[config.mk]
export PLATFORM = sky130hd
export DESIGN_NAME = rv32_instruction_decoder_core
export DESIGN_NICKNAME = d
export VERILOG_FILES = /design/src/rtl/rv32d_pkg.sv /design/src/rtl/rv32d_decode.sv /design/src/rtl/rv32_instruction_decoder_core.sv
export SDC_FILE = /design/constraint.sdc
export NUM_CORES = 1
export LEC_CHECK = 0
export BUFFER_PORTS_ARGS = -buffer_cell sky130_fd_sc_hd__buf_2
export CAP_MARGIN = 20
export CORE_MARGIN = 2
export CORE_UTILIZATION = 45
export CTS_BUF_LIST = sky130_fd_sc_hd__clkbuf_4 sky130_fd_sc_hd__clkbuf_8
export CTS_CLUSTER_SIZE = 14
export DETAILED_ROUTE_END_ITERATION = 8
export GPL_ROUTABILITY_DRIVEN = 0
export PLACE_DENSITY = 0.76
export SLEW_MARGIN = 10
export SYNTH_ARGS = -nofsm -noshare
export SYNTH_HDL_FRONTEND = slang
export SYNTH_SLANG_ARGS = --single-unit
export TNS_END_PERCENT = 30
[constraint.sdc]
create_clock -name clk -period 8.7 [get_ports clk]
set_input_delay 0.435 -clock clk [delete_from_list [all_inputs] [get_ports clk]]
set_output_delay 0.435 -clock clk [all_outputs]
set_load 0.02 [all_outputs]
[src/rtl/rv32d_pkg.sv]
// rv32d_pkg: opcodes, format and error codes, mnemonic indexes and the decode
// result type shared by the rv32 instruction decoder modules
// no dependencies
package rv32d_pkg;

	typedef logic [6:0] opcode_t;
	typedef logic [1:0] err_t;
	typedef logic [2:0] fmt_t;
	typedef logic [5:0] mnem_t;

	localparam opcode_t OPC_LOAD   = 7'h03;
	localparam opcode_t OPC_FENCE  = 7'h0F;
	localparam opcode_t OPC_IMM    = 7'h13;
	localparam opcode_t OPC_AUIPC  = 7'h17;
	localparam opcode_t OPC_STORE  = 7'h23;
	localparam opcode_t OPC_REG    = 7'h33;
	localparam opcode_t OPC_LUI    = 7'h37;
	localparam opcode_t OPC_BRANCH = 7'h63;
	localparam opcode_t OPC_JALR   = 7'h67;
	localparam opcode_t OPC_JAL    = 7'h6F;
	localparam opcode_t OPC_SYSTEM = 7'h73;

	localparam fmt_t FMT_R = 3'd0;
	localparam fmt_t FMT_I = 3'd1;
	localparam fmt_t FMT_S = 3'd2;
	localparam fmt_t FMT_B = 3'd3;
	localparam fmt_t FMT_U = 3'd4;
	localparam fmt_t FMT_J = 3'd5;

	localparam err_t ERR_NONE = 2'd0;
	localparam err_t ERR_OPC  = 2'd1;
	localparam err_t ERR_FUNC = 2'd2;

	// system call immediates
	localparam logic [11:0] SYS_ECALL  = 12'h000;
	localparam logic [11:0] SYS_EBREAK = 12'h001;
	localparam logic [11:0] SYS_URET   = 12'h002;
	localparam logic [11:0] SYS_SRET   = 12'h102;
	localparam logic [11:0] SYS_MRET   = 12'h302;

	localparam mnem_t MN_LUI    = 6'd0;
	localparam mnem_t MN_AUIPC  = 6'd1;
	localparam mnem_t MN_MUL    = 6'd2;
	localparam mnem_t MN_SUB    = 6'd10;
	localparam mnem_t MN_ADD    = 6'd11;
	localparam mnem_t MN_SLL    = 6'd12;
	localparam mnem_t MN_SLT    = 6'd13;
	localparam mnem_t MN_SLTU   = 6'd14;
	localparam mnem_t MN_XOR    = 6'd15;
	localparam mnem_t MN_SRA    = 6'd16;
	localparam mnem_t MN_SRL    = 6'd17;
	localparam mnem_t MN_OR     = 6'd18;
	localparam mnem_t MN_AND    = 6'd19;
	localparam mnem_t MN_ADDI   = 6'd20;
	localparam mnem_t MN_SLLI   = 6'd21;
	localparam mnem_t MN_SLTI   = 6'd22;
	localparam mnem_t MN_SLTIU  = 6'd23;
	localparam mnem_t MN_XORI   = 6'd24;
	localparam mnem_t MN_SRAI   = 6'd25;
	localparam mnem_t MN_SRLI   = 6'd26;
	localparam mnem_t MN_ORI    = 6'd27;
	localparam mnem_t MN_ANDI   = 6'd28;
	localparam mnem_t MN_BEQ    = 6'd29;
	localparam mnem_t MN_BNE    = 6'd30;
	localparam mnem_t MN_BLT    = 6'd31;
	localparam mnem_t MN_BGE    = 6'd32;
	localparam mnem_t MN_BLTU   = 6'd33;
	localparam mnem_t MN_BGEU   = 6'd34;
	localparam mnem_t MN_JAL    = 6'd35;
	localparam mnem_t MN_JALR   = 6'd36;
	localparam mnem_t MN_LB     = 6'd37;
	localparam mnem_t MN_SB     = 6'd44;
	localparam mnem_t MN_ECALL  = 6'd48;
	localparam mnem_t MN_EBREAK = 6'd49;
	localparam mnem_t MN_URET   = 6'd50;
	localparam mnem_t MN_SRET   = 6'd51;
	localparam mnem_t MN_MRET   = 6'd52;
	localparam mnem_t MN_CSRRW  = 6'd53;
	localparam mnem_t MN_CSRRS  = 6'd54;
	localparam mnem_t MN_CSRRC  = 6'd55;
	localparam mnem_t MN_CSRRWI = 6'd56;
	localparam mnem_t MN_CSRRSI = 6'd57;
	localparam mnem_t MN_CSRRCI = 6'd58;
	localparam mnem_t MN_FENCE  = 6'd59;

	typedef struct packed {
		err_t        error_code;
		fmt_t        format_class;
		mnem_t       mnemonic_index;
		logic [4:0]  dest_reg;
		logic        dest_used;
		logic [4:0]  src1_reg;
		logic        src1_used;
		logic [4:0]  src2_reg;
		logic        src2_used;
		logic [2:0]  funct3_field;
		logic [6:0]  funct7_field;
		logic [31:0] immediate;
	} dec_t;

endpackage

[src/rtl/rv32d_decode.sv]
// rv32d_decode: combinational decode of one rv32 instruction word into a dec_t
// depends on rv32d_pkg
module rv32d_decode
	import rv32d_pkg::*;
(
	input  logic [31:0] word,
	output dec_t        dec
);

	opcode_t     opc;
	logic [4:0]  rd;
	logic [2:0]  f3;
	logic [4:0]  rs1;
	logic [4:0]  rs2;
	logic [6:0]  f7;
	logic [11:0] imm12;
	logic        bad_func;
	mnem_t       mn;
	dec_t        d;

	assign opc   = word[6:0];
	assign rd    = word[11:7];
	assign f3    = word[14:12];
	assign rs1   = word[19:15];
	assign rs2   = word[24:20];
	assign f7    = word[31:25];
	assign imm12 = word[31:20];

	always_comb begin
		d        = '0;
		mn       = '0;
		bad_func = 1'b0;
		unique case (opc)
			OPC_REG: begin
				d.format_class = FMT_R;
				d.dest_reg     = rd;
				d.src1_reg     = rs1;
				d.src2_reg     = rs2;
				d.funct3_field = f3;
				d.funct7_field = f7;
				d.dest_used    = 1'b1;
				d.src1_used    = 1'b1;
				d.src2_used    = 1'b1;
				if (f7[0]) begin
					mn = MN_MUL + {3'b000, f3};
				end else begin
					unique case (f3)
						3'd0:    mn = (f7 != 7'd0) ? MN_SUB : MN_ADD;
						3'd1:    mn = MN_SLL;
						3'd2:    mn = MN_SLT;
						3'd3:    mn = MN_SLTU;
						3'd4:    mn = MN_XOR;
						3'd5:    mn = f7[5] ? MN_SRA : MN_SRL;
						3'd6:    mn = MN_OR;
						default: mn = MN_AND;
					endcase
				end
			end
			OPC_IMM, OPC_LOAD, OPC_JALR, OPC_SYSTEM, OPC_FENCE: begin
				d.format_class = FMT_I;
				d.dest_reg     = rd;
				d.src1_reg     = rs1;
				d.funct3_field = f3;
				d.funct7_field = f7;
				d.dest_used    = 1'b1;
				d.src1_used    = 1'b1;
				d.immediate    = {{20{imm12[11]}}, imm12};
				unique case (opc)
					OPC_IMM: begin
						unique case (f3)
							3'd0:    mn = MN_ADDI;
							3'd1:    mn = MN_SLLI;
							3'd2:    mn = MN_SLTI;
							3'd3:    mn = MN_SLTIU;
							3'd4:    mn = MN_XORI;
							3'd5:    mn = f7[5] ? MN_SRAI : MN_SRLI;
							3'd6:    mn = MN_ORI;
							default: mn = MN_ANDI;
						endcase
					end
					OPC_LOAD: begin
						if (f3 == 3'd7) bad_func = 1'b1;
						else mn = MN_LB + {3'b000, f3};
					end
					OPC_JALR: begin
						mn = MN_JALR;
					end
					OPC_FENCE: begin
						d.immediate = {20'd0, imm12};
						d.dest_used = 1'b0;
						d.src1_used = 1'b0;
						mn          = MN_FENCE;
					end
					default: begin
						// system: privileged calls or csr access
						d.immediate = {20'd0, imm12};
						unique case (f3)
							3'd0: begin
								d.dest_used = 1'b0;
								d.src1_used = 1'b0;
								unique case (imm12)
									SYS_ECALL:  mn = MN_ECALL;
									SYS_EBREAK: mn = MN_EBREAK;
									SYS_URET:   mn = MN_URET;
									SYS_SRET:   mn = MN_SRET;
									SYS_MRET:   mn = MN_MRET;
									default:    bad_func = 1'b1;
								endcase
							end
							3'd1: mn = MN_CSRRW;
							3'd2: mn = MN_CSRRS;
							3'd3: mn = MN_CSRRC;
							3'd4: bad_func = 1'b1;
							3'd5: begin
								mn          = MN_CSRRWI;
								d.src1_used = 1'b0;
							end
							3'd6: begin
								mn          = MN_CSRRSI;
								d.src1_used = 1'b0;
							end
							default: begin
								mn          = MN_CSRRCI;
								d.src1_used = 1'b0;
							end
						endcase
					end
				endcase
			end
			OPC_STORE: begin
				d.format_class = FMT_S;
				d.src1_reg     = rs1;
				d.src2_reg     = rs2;
				d.funct3_field = f3;
				d.src1_used    = 1'b1;
				d.src2_used    = 1'b1;
				d.immediate    = {{20{f7[6]}}, f7, rd};
				if (f3[2]) bad_func = 1'b1;
				else mn = MN_SB + {3'b000, f3};
			end
			OPC_BRANCH: begin
				d.format_class = FMT_B;
				d.src1_reg     = rs1;
				d.src2_reg     = rs2;
				d.funct3_field = f3;
				d.src1_used    = 1'b1;
				d.src2_used    = 1'b1;
				d.immediate    = {{20{word[31]}}, word[7], word[30:25], word[11:8], 1'b0};
				unique case (f3)
					3'd0:    mn = MN_BEQ;
					3'd1:    mn = MN_BNE;
					3'd4:    mn = MN_BLT;
					3'd5:    mn = MN_BGE;
					3'd6:    mn = MN_BLTU;
					3'd7:    mn = MN_BGEU;
					default: bad_func = 1'b1;
				endcase
			end
			OPC_LUI, OPC_AUIPC: begin
				d.format_class = FMT_U;
				d.dest_reg     = rd;
				d.dest_used    = 1'b1;
				d.immediate    = {word[31:12], 12'd0};
				mn             = (opc == OPC_LUI) ? MN_LUI : MN_AUIPC;
			end
			OPC_JAL: begin
				d.format_class = FMT_J;
				d.dest_reg     = rd;
				d.dest_used    = 1'b1;
				d.immediate    = {{12{word[31]}}, word[19:12], word[20], word[30:21], 1'b0};
				mn             = MN_JAL;
			end
			default: begin
				d.error_code = ERR_OPC;
			end
		endcase

		if (d.error_code != ERR_OPC) begin
			if (bad_func) begin
				d.error_code     = ERR_FUNC;
				d.mnemonic_index = '0;
			end else begin
				d.mnemonic_index = mn;
			end
		end
	end

	assign dec = d;

endmodule

[src/rtl/rv32_instruction_decoder_core.sv]
// rv32_instruction_decoder_core: top level of the rv32im instruction decoder,
// input register, decode logic and result register
// depends on rv32d_pkg and rv32d_decode
//
// usage
// - input channel: instr_word with in_valid / in_stall; a word is taken at a
//   rising edge with in_valid high and in_stall low
// - output channel: the decoded fields with out_valid / out_stall; a result
//   word is taken at a rising edge with out_valid high and out_stall low
// - one result word per instruction word, in order
// - a word goes from the input register through the decode cone into the
//   result register, and out_valid rises when the result register takes
//   its decoded word
// - throughput: one word per cycle while out_stall is low, set by the single
//   decode pass between the input and result registers
// - when out_stall is held, the result register holds its word and the input
//   register still takes one more word; in_stall rises once both are full
// - arst_n clears both valid flags; no words are held after reset
module rv32_instruction_decoder_core
	import rv32d_pkg::*;
(
	input  logic               clk,
	input  logic               arst_n,
	input  logic               in_valid,
	output logic               in_stall,
	input  logic [31:0]        instr_word,
	output logic               out_valid,
	input  logic               out_stall,
	output logic [1:0]         error_code,
	output logic [2:0]         format_class,
	output logic [5:0]         mnemonic_index,
	output logic [4:0]         dest_reg,
	output logic               dest_used,
	output logic [4:0]         src1_reg,
	output logic               src1_used,
	output logic [4:0]         src2_reg,
	output logic               src2_used,
	output logic [2:0]         funct3_field,
	output logic [6:0]         funct7_field,
	output logic signed [31:0] immediate
);

	logic        valid_s1;
	logic [31:0] word_s1;
	logic        valid_s2;
	dec_t        res_s2;
	dec_t        dec;
	logic        adv_s2;
	logic        adv_s1;

	// a stage moves on when the one after it is empty or draining
	assign adv_s2   = !valid_s2 || !out_stall;
	assign adv_s1   = !valid_s1 || adv_s2;
	assign in_stall = !adv_s1;

	always_ff @(posedge clk or negedge arst_n) begin
		if (!arst_n) begin
			valid_s1 <= 1'b0;
		end else if (adv_s1) begin
			valid_s1 <= in_valid;
		end
	end

	always_ff @(posedge clk) begin
		if (adv_s1 && in_valid) begin
			word_s1 <= instr_word;
		end
	end

	rv32d_decode u_decode (
		.word (word_s1),
		.dec  (dec)
	);

	always_ff @(posedge clk or negedge arst_n) begin
		if (!arst_n) begin
			valid_s2 <= 1'b0;
		end else if (adv_s2) begin
			valid_s2 <= valid_s1;
		end
	end

	always_ff @(posedge clk) begin
		if (adv_s2 && valid_s1) begin
			res_s2 <= dec;
		end
	end

	assign out_valid      = valid_s2;
	assign error_code     = res_s2.error_code;
	assign format_class   = res_s2.format_class;
	assign mnemonic_index = res_s2.mnemonic_index;
	assign dest_reg       = res_s2.dest_reg;
	assign dest_used      = res_s2.dest_used;
	assign src1_reg       = res_s2.src1_reg;
	assign src1_used      = res_s2.src1_used;
	assign src2_reg       = res_s2.src2_reg;
	assign src2_used      = res_s2.src2_used;
	assign funct3_field   = res_s2.funct3_field;
	assign funct7_field   = res_s2.funct7_field;
	assign immediate      = $signed(res_s2.immediate);

`ifndef SYNTHESIS
	// input only stalls when both registers hold a word and the output is held
	a_stall_full: assert property (@(posedge clk) disable iff (!arst_n)
		in_stall |-> (valid_s1 && valid_s2 && out_stall))
		else $error("in_stall without a full pipeline");

	// unknown opcode clears the rest of the word
	a_opc_zero: assert property (@(posedge clk) disable iff (!arst_n)
		(out_valid && error_code == ERR_OPC) |->
		(format_class == FMT_R && mnemonic_index == '0 && immediate == '0 &&
		 !dest_used && !src1_used && !src2_used))
		else $error("unknown opcode word not cleared");

	// unknown function reports mnemonic zero
	a_func_mn: assert property (@(posedge clk) disable iff (!arst_n)
		(out_valid && error_code == ERR_FUNC) |-> (mnemonic_index == '0))
		else $error("unknown function with nonzero mnemonic");

	// stores and branches write no register
	a_sb_no_rd: assert property (@(posedge clk) disable iff (!arst_n)
		(out_valid && (format_class == FMT_S || format_class == FMT_B)) |->
		(!dest_used && dest_reg == '0 && funct7_field == '0))
		else $error("store or branch with destination");

	// upper immediate and jal read no registers
	a_uj_no_src: assert property (@(posedge clk) disable iff (!arst_n)
		(out_valid && (format_class == FMT_U || format_class == FMT_J)) |->
		(!src1_used && !src2_used && funct3_field == '0))
		else $error("u or j format with source operand");
`endif

endmodule
* Word level (Yosys, flattened, before mapping)
Cells that the tools add are included.
** Cells by class
- Reduce and logical (&&, ||, !) cells :: 24
- Equal/unequal tests :: 23
- Multiplexer cells :: 34
- Bitwise logic cells :: 1
- $add $sub $neg :: 3
** Operators with widths (number)
- 32-bit one-hot mux with 5 select lines :: 1
- 6-bit one-hot mux with 7 select lines :: 3
- 6-bit one-hot mux with 6 select lines :: 2
- 32-bit 2-to-1 mux :: 1
- 6-bit one-hot mux with 5 select lines :: 1
- 7-bit == test, second input constant :: 4
- 6-bit one-hot mux with 2 select lines :: 2
- 6-bit one-hot mux with 4 select lines :: 1
- 7-bit by 6-bit == test with 1-bit output, second input constant :: 3
- 6-bit 2-to-1 mux :: 3
- 3-bit one-hot mux with 5 select lines :: 1
- 7-bit by 5-bit == test with 1-bit output, second input constant :: 2
- 6-bit by 3-bit adder with 6-bit output, first input constant :: 2
- 12-bit by 1-bit == test with 1-bit output, second input constant :: 1
- 12-bit by 10-bit == test with 1-bit output, second input constant :: 1
- 12-bit by 2-bit == test with 1-bit output, second input constant :: 1
- 12-bit by 9-bit == test with 1-bit output, second input constant :: 1
- 3-bit == test, second input constant :: 4
- 12-bit zero test :: 1
- 6-bit OR reduction :: 2
- 1-bit 2-to-1 mux :: 11
- 11-bit OR reduction :: 1
- 5-bit OR reduction :: 2
- 3-bit OR reduction :: 3
- 18 further kinds :: 31
** Storage, ports and cells
- Flip-flop bits (word level) :: 105
- Word-level logic and storage cells :: 100
- Input port bits :: 36
- Output and inout port bits :: 73

* Logic depth before layout (Yosys ltp)
- Word-level depth :: 8
- Gate-level depth with buffers :: 8
- Depth with buffers taken out :: 7

* Hierarchy
From an unflattened synthesis, not the netlist that was laid out.
** Unflattened totals
- Cells, all modules :: 370
- Area, all modules :: 4752.1 um2
** Modules (own cells, without submodules)
- rv32_instruction_decoder_core :: cells an instance 111, area each 3185.6 um2, times used 1, sequential area each 3143.0 um2
- rv32d_decode :: cells an instance 259, area each 1566.5 um2, times used 1, sequential area each 0.0 um2

* Worst setup path before layout
No wires, ideal clock.
- Kind :: reg2reg
- Start :: reg valid_s2, in the netlist out_valid
- End :: reg res_s2, in the netlist dest_reg[0], enable pin
- Arrival :: 5.606 ns
- Library setup time :: 0.608 ns
- Required time :: 8.092 ns
- Cell stages (with the launch flop) :: 2
- Setup slack :: 2.486 ns
- Clock period less this slack :: 6.214 ns
- Path buffers :: 0
- Cell sequence :: dfrtp_1 -> a21boi_0
** On the way
- Longest elaborated chain between the ends :: 3
** Ends and longest elaborated chain
- start, declared :: line rv32_instruction_decoder_core.sv:45 : logic valid_s2;
- start signal, assigned :: line rv32_instruction_decoder_core.sv:79 : valid_s2 <= valid_s1;
- 1-bit zero test :: line rv32_instruction_decoder_core.sv:52 : assign adv_s2 = !valid_s2 || !out_stall;
- 1-bit logical OR :: line rv32_instruction_decoder_core.sv:52
- 1-bit logical AND :: line rv32_instruction_decoder_core.sv:84 : if (adv_s2 && valid_s1) begin
- end signal, assigned :: line rv32_instruction_decoder_core.sv:85 : res_s2 <= dec;
- end, declared :: line rv32_instruction_decoder_core.sv:46 : dec_t res_s2;
Every way passes these cells.
A chain may end at the register's enable or synchronous reset.

* Final worst setup path
- Start :: reg word_s1[12]
- End :: reg res_s2, in the netlist mnemonic_index[2], data pin
** On the way
- Longest elaborated chain between the ends :: 5
- Elaborated cells on any way between the ends :: 27
- Classes of those cells :: 3 x add/sub; 7 x eq/ne; 14 x mux; 3 x reduce/logical
** Ends and longest elaborated chain
- start, declared :: line rv32_instruction_decoder_core.sv:44 : logic [31:0] word_s1;
- start signal, assigned :: line rv32_instruction_decoder_core.sv:66 : word_s1 <= instr_word;
- branches (longest 5 deep; another with 6-bit by 3-bit adder with 6-bit output)
Several ways; the timed one is not identified.

==> results by group <==
Outcome
  • Status: finished clean

Routing
  • TritonRoute pass-1 iters: 8
  • Wire per inst: 18.5 um
  • Antenna Nets Post-Route: 0
  • Vias per cell: 5.71
  • Detailed Route Iter0 Violations: 579
  • DRT Wirelength: 11700 um
  • Drt drc: 0
  • Vias: 3596

Timing
  • Final TNS setup: 0 ns
  • Tcrit/Tclk final: 31.2%
  • Final setup viols: 0
  • Worst slew pin tran: 0.962 ns
  • Fmax: 368 MHz
  • Clk_skew: 0.0109 ns
  • Slew margin rel.: 35.9%
  • Final Hold Fails: 0
  • Slew Limit Fails: 0
  • RSZ-0062 raised after global routing: no
  • Post-route minimum period: 2.72 ns

Global route
  • Initial antenna violation count: 0
  • Tot GR Track Use: 19.9%
  • First-pass GRT wire length: 17500 um
  • Maximum number of pins on one net before global-route repair: 72
  • Vias in the first global route: 3322
  • GR Overflow Total: 0

Critical path
  • Worst r2r src: word_s1[12]
  • CP arrival: 2.83 ns
  • Setup CP Type: register to register
  • Startpoint Class: register
  • Max FO, Critical Path: 11
  • Flop-to-flop setup slack: 5.98 ns
  • Reg2reg path depth: 7
  • Crit end category: register
  • Worst Path Required: 8.81 ns
  • Worst R2R End: mnemonic_index[2]

Layout
  • Layout cell share with drive strength beyond 1: 29.4%
  • Area delta synth->final: 16.1%
  • Final non-filler cell total: 630
  • Layout Nets: 527
  • Commonest cells after routing, fill and taps aside: buf_2 (108), edfxtp_1 (103), and2_1 (34), nor2_1 (24), a21o_1 (22)
  • Fillers: 910
  • Diodes inserted: 0
  • Commonest non-fill, non-tap cell in the layout: buf_2

Clock network
  • Clk_lat worst skew: 0.37 ns
  • Bufs on Longest Clock Path: 2
  • Root Driver: clkbuf_8
  • H-tree levels: 3
  • CTS tree: yes
  • CTS Buf Count: 9
  • # resized after CTS: 0
  • Clock-pin slew on the worst setup and hold paths: 0.10 ns
  • Clk sink count: 105

Logic synthesis
  • Top-area cell type share of the netlist area: 62.1%
  • Post-synth ARST share: 1.90%
  • Seq/Total Area, Yosys: 63.1%
  • Post-synth EDFFs: 103
  • Flops & latches, synth: 105
  • Synth top area cells: edfxtp_1 (62%), and2_1 (4.4%), a21o_1 (3.3%)
  • Mapped Avg Cell Area: 13.0 um2
  • Yosys warns: 0
  • Post-Syn Area: 4980 um2
  • Post-synthesis cell type count: 72
  • Gate count after technology mapping: 384
  • Syn Nets: 426
  • Ys flop type: edfxtp_1
  • Post-synth top area cell: edfxtp_1

Power
  • Worst-case vdd ir drop: 0.0921 mV
  • Leak pwr: 2.46 nW
  • PwrDens: 179 nW/um2

Placed design
  • PortBufs: 108
  • Hpwl dp: 8000 um
  • Dpl cells: 612

Floorplanning
  • Die ar.: 11900 um2
  • Die height: 109 um
  • Initial Util: 45.9%
  • Row Count: 38
  • Die Width: 109 um
  • CORE AREA: 10800 um2
  • I/O pins: 109

Hold path
  • Worst hold-check path type: input pin to register
  • Cell count of the worst hold path: 1
  • Hold_sp: instr_word[18]
  • Hold EP: word_s1[18]

Run
  • Max_cap viols: 0
[worst max-delay path, stage by stage, from the launching register on]
cell      delay [ns]
edfxtp_1        0.59
inv_1           0.12
ha_1            0.37
nor3_1          0.49
mux2i_1         0.18
mux2i_1         0.23
nor2_1          0.07
o41a_1          0.39
[routing by layer]
layer / wire length (um) / global-route usage (%) / vias up
li1: - / - / 1652
met4: 476 / 10.4 / 0
met3: 1060 / 3.95 / 39
met1: 4780 / 27.1 / 1670
met5: 0 / 0 / -
met2: 5360 / 30.1 / 235
[area by class of cell]
type	instances	area [um2]	area share (%)
Multi-Input combinational cell	246	1660	28.8
Tap cell	140	175	3.03
Timing Repair Buffer	112	573	9.91
Inverter	11	41.3	0.714
Clock buffer	12	159	2.75
Clock inverter	4	26.3	0.455
Sequential cell	105	3140	54.4
[stage by stage]
step / setup slack (ns) / utilization (%) / power (mW) / hold slack (ns) / cell area (um2)
3_3_place_gp: 6.13 / 51.5 / 0.756 / 0.220 / 5580
6_report: 5.98 / 53.3 / 1.03 / 0.228 / 5780
4_1_cts: 6.09 / 53.3 / 1.04 / 0.213 / 5770
2_1_floorplan: 2.49 / - / 0.716 / 0.139 / 4980
5_1_grt: 5.93 / 53.3 / 1.08 / 0.211 / 5780
3_5_place_dp: 6.14 / 51.5 / 0.759 / 0.224 / 5580
[kinds of logic (layout without fill, tap and decap cells)]
logic type	Yosys count	in the layout	synth area share, %
AO/OA/AOI/OAI	99	99	14.2
adder cells (fa/ha/maj)	6	6	1.51
buffers and inverters	33	139	3.84
flip-flops	105	105	63.1
multiplexers	2	2	0.402
AND/OR/NAND/NOR	139	139	16.9
[report_power, final]
part | total, mW | internal [mW] | switching [mW]
Sequential | 0.621 | 0.594 | 0.0265
Clock | 0.285 | 0.123 | 0.162
Combinational | 0.129 | 0.0427 | 0.0859
[repair_timing]
action / in CTS / in global routing
endpoints found under the hold margin: 2 / 0
hold buffers: 1 / 0
endpoints found under the setup margin: 0 / 0
setup buffers: 0 / 0
[synth_stat cells (3+ instances only)]
master and number:
nand2b_1 6, ha_1 6, or2_1 3, o21a_1 4
edfxtp_1 103, a21o_1 22, and3_1 4, clkbuf_8 3
nand3b_1 4, nand2_1 16, inv_1 11, nor2b_1 5
nand3_1 5, buf_6 3, nor3_1 4, or3_1 4
buf_2 5, and2_1 35, clkbuf_1 7, a21oi_1 18
a31oi_1 4, nor2_1 24, nand4_1 7, o21ai_0 14
a22o_1 4
[worst max path at each step]
stage	start	cells after the start	endpoint	slack, ns
global route	word_s1[14]	5	mnemonic_index[0]	5.93
global placement	word_s1[12]	7	mnemonic_index[2]	6.13
floorplan	out_valid	1	dest_reg[0]	2.49
finish	word_s1[12]	7	mnemonic_index[2]	5.98
CTS	word_s1[12]	7	mnemonic_index[2]	6.09
detailed placement	word_s1[12]	7	mnemonic_index[2]	6.14
(Power assumes the default switching activity.)
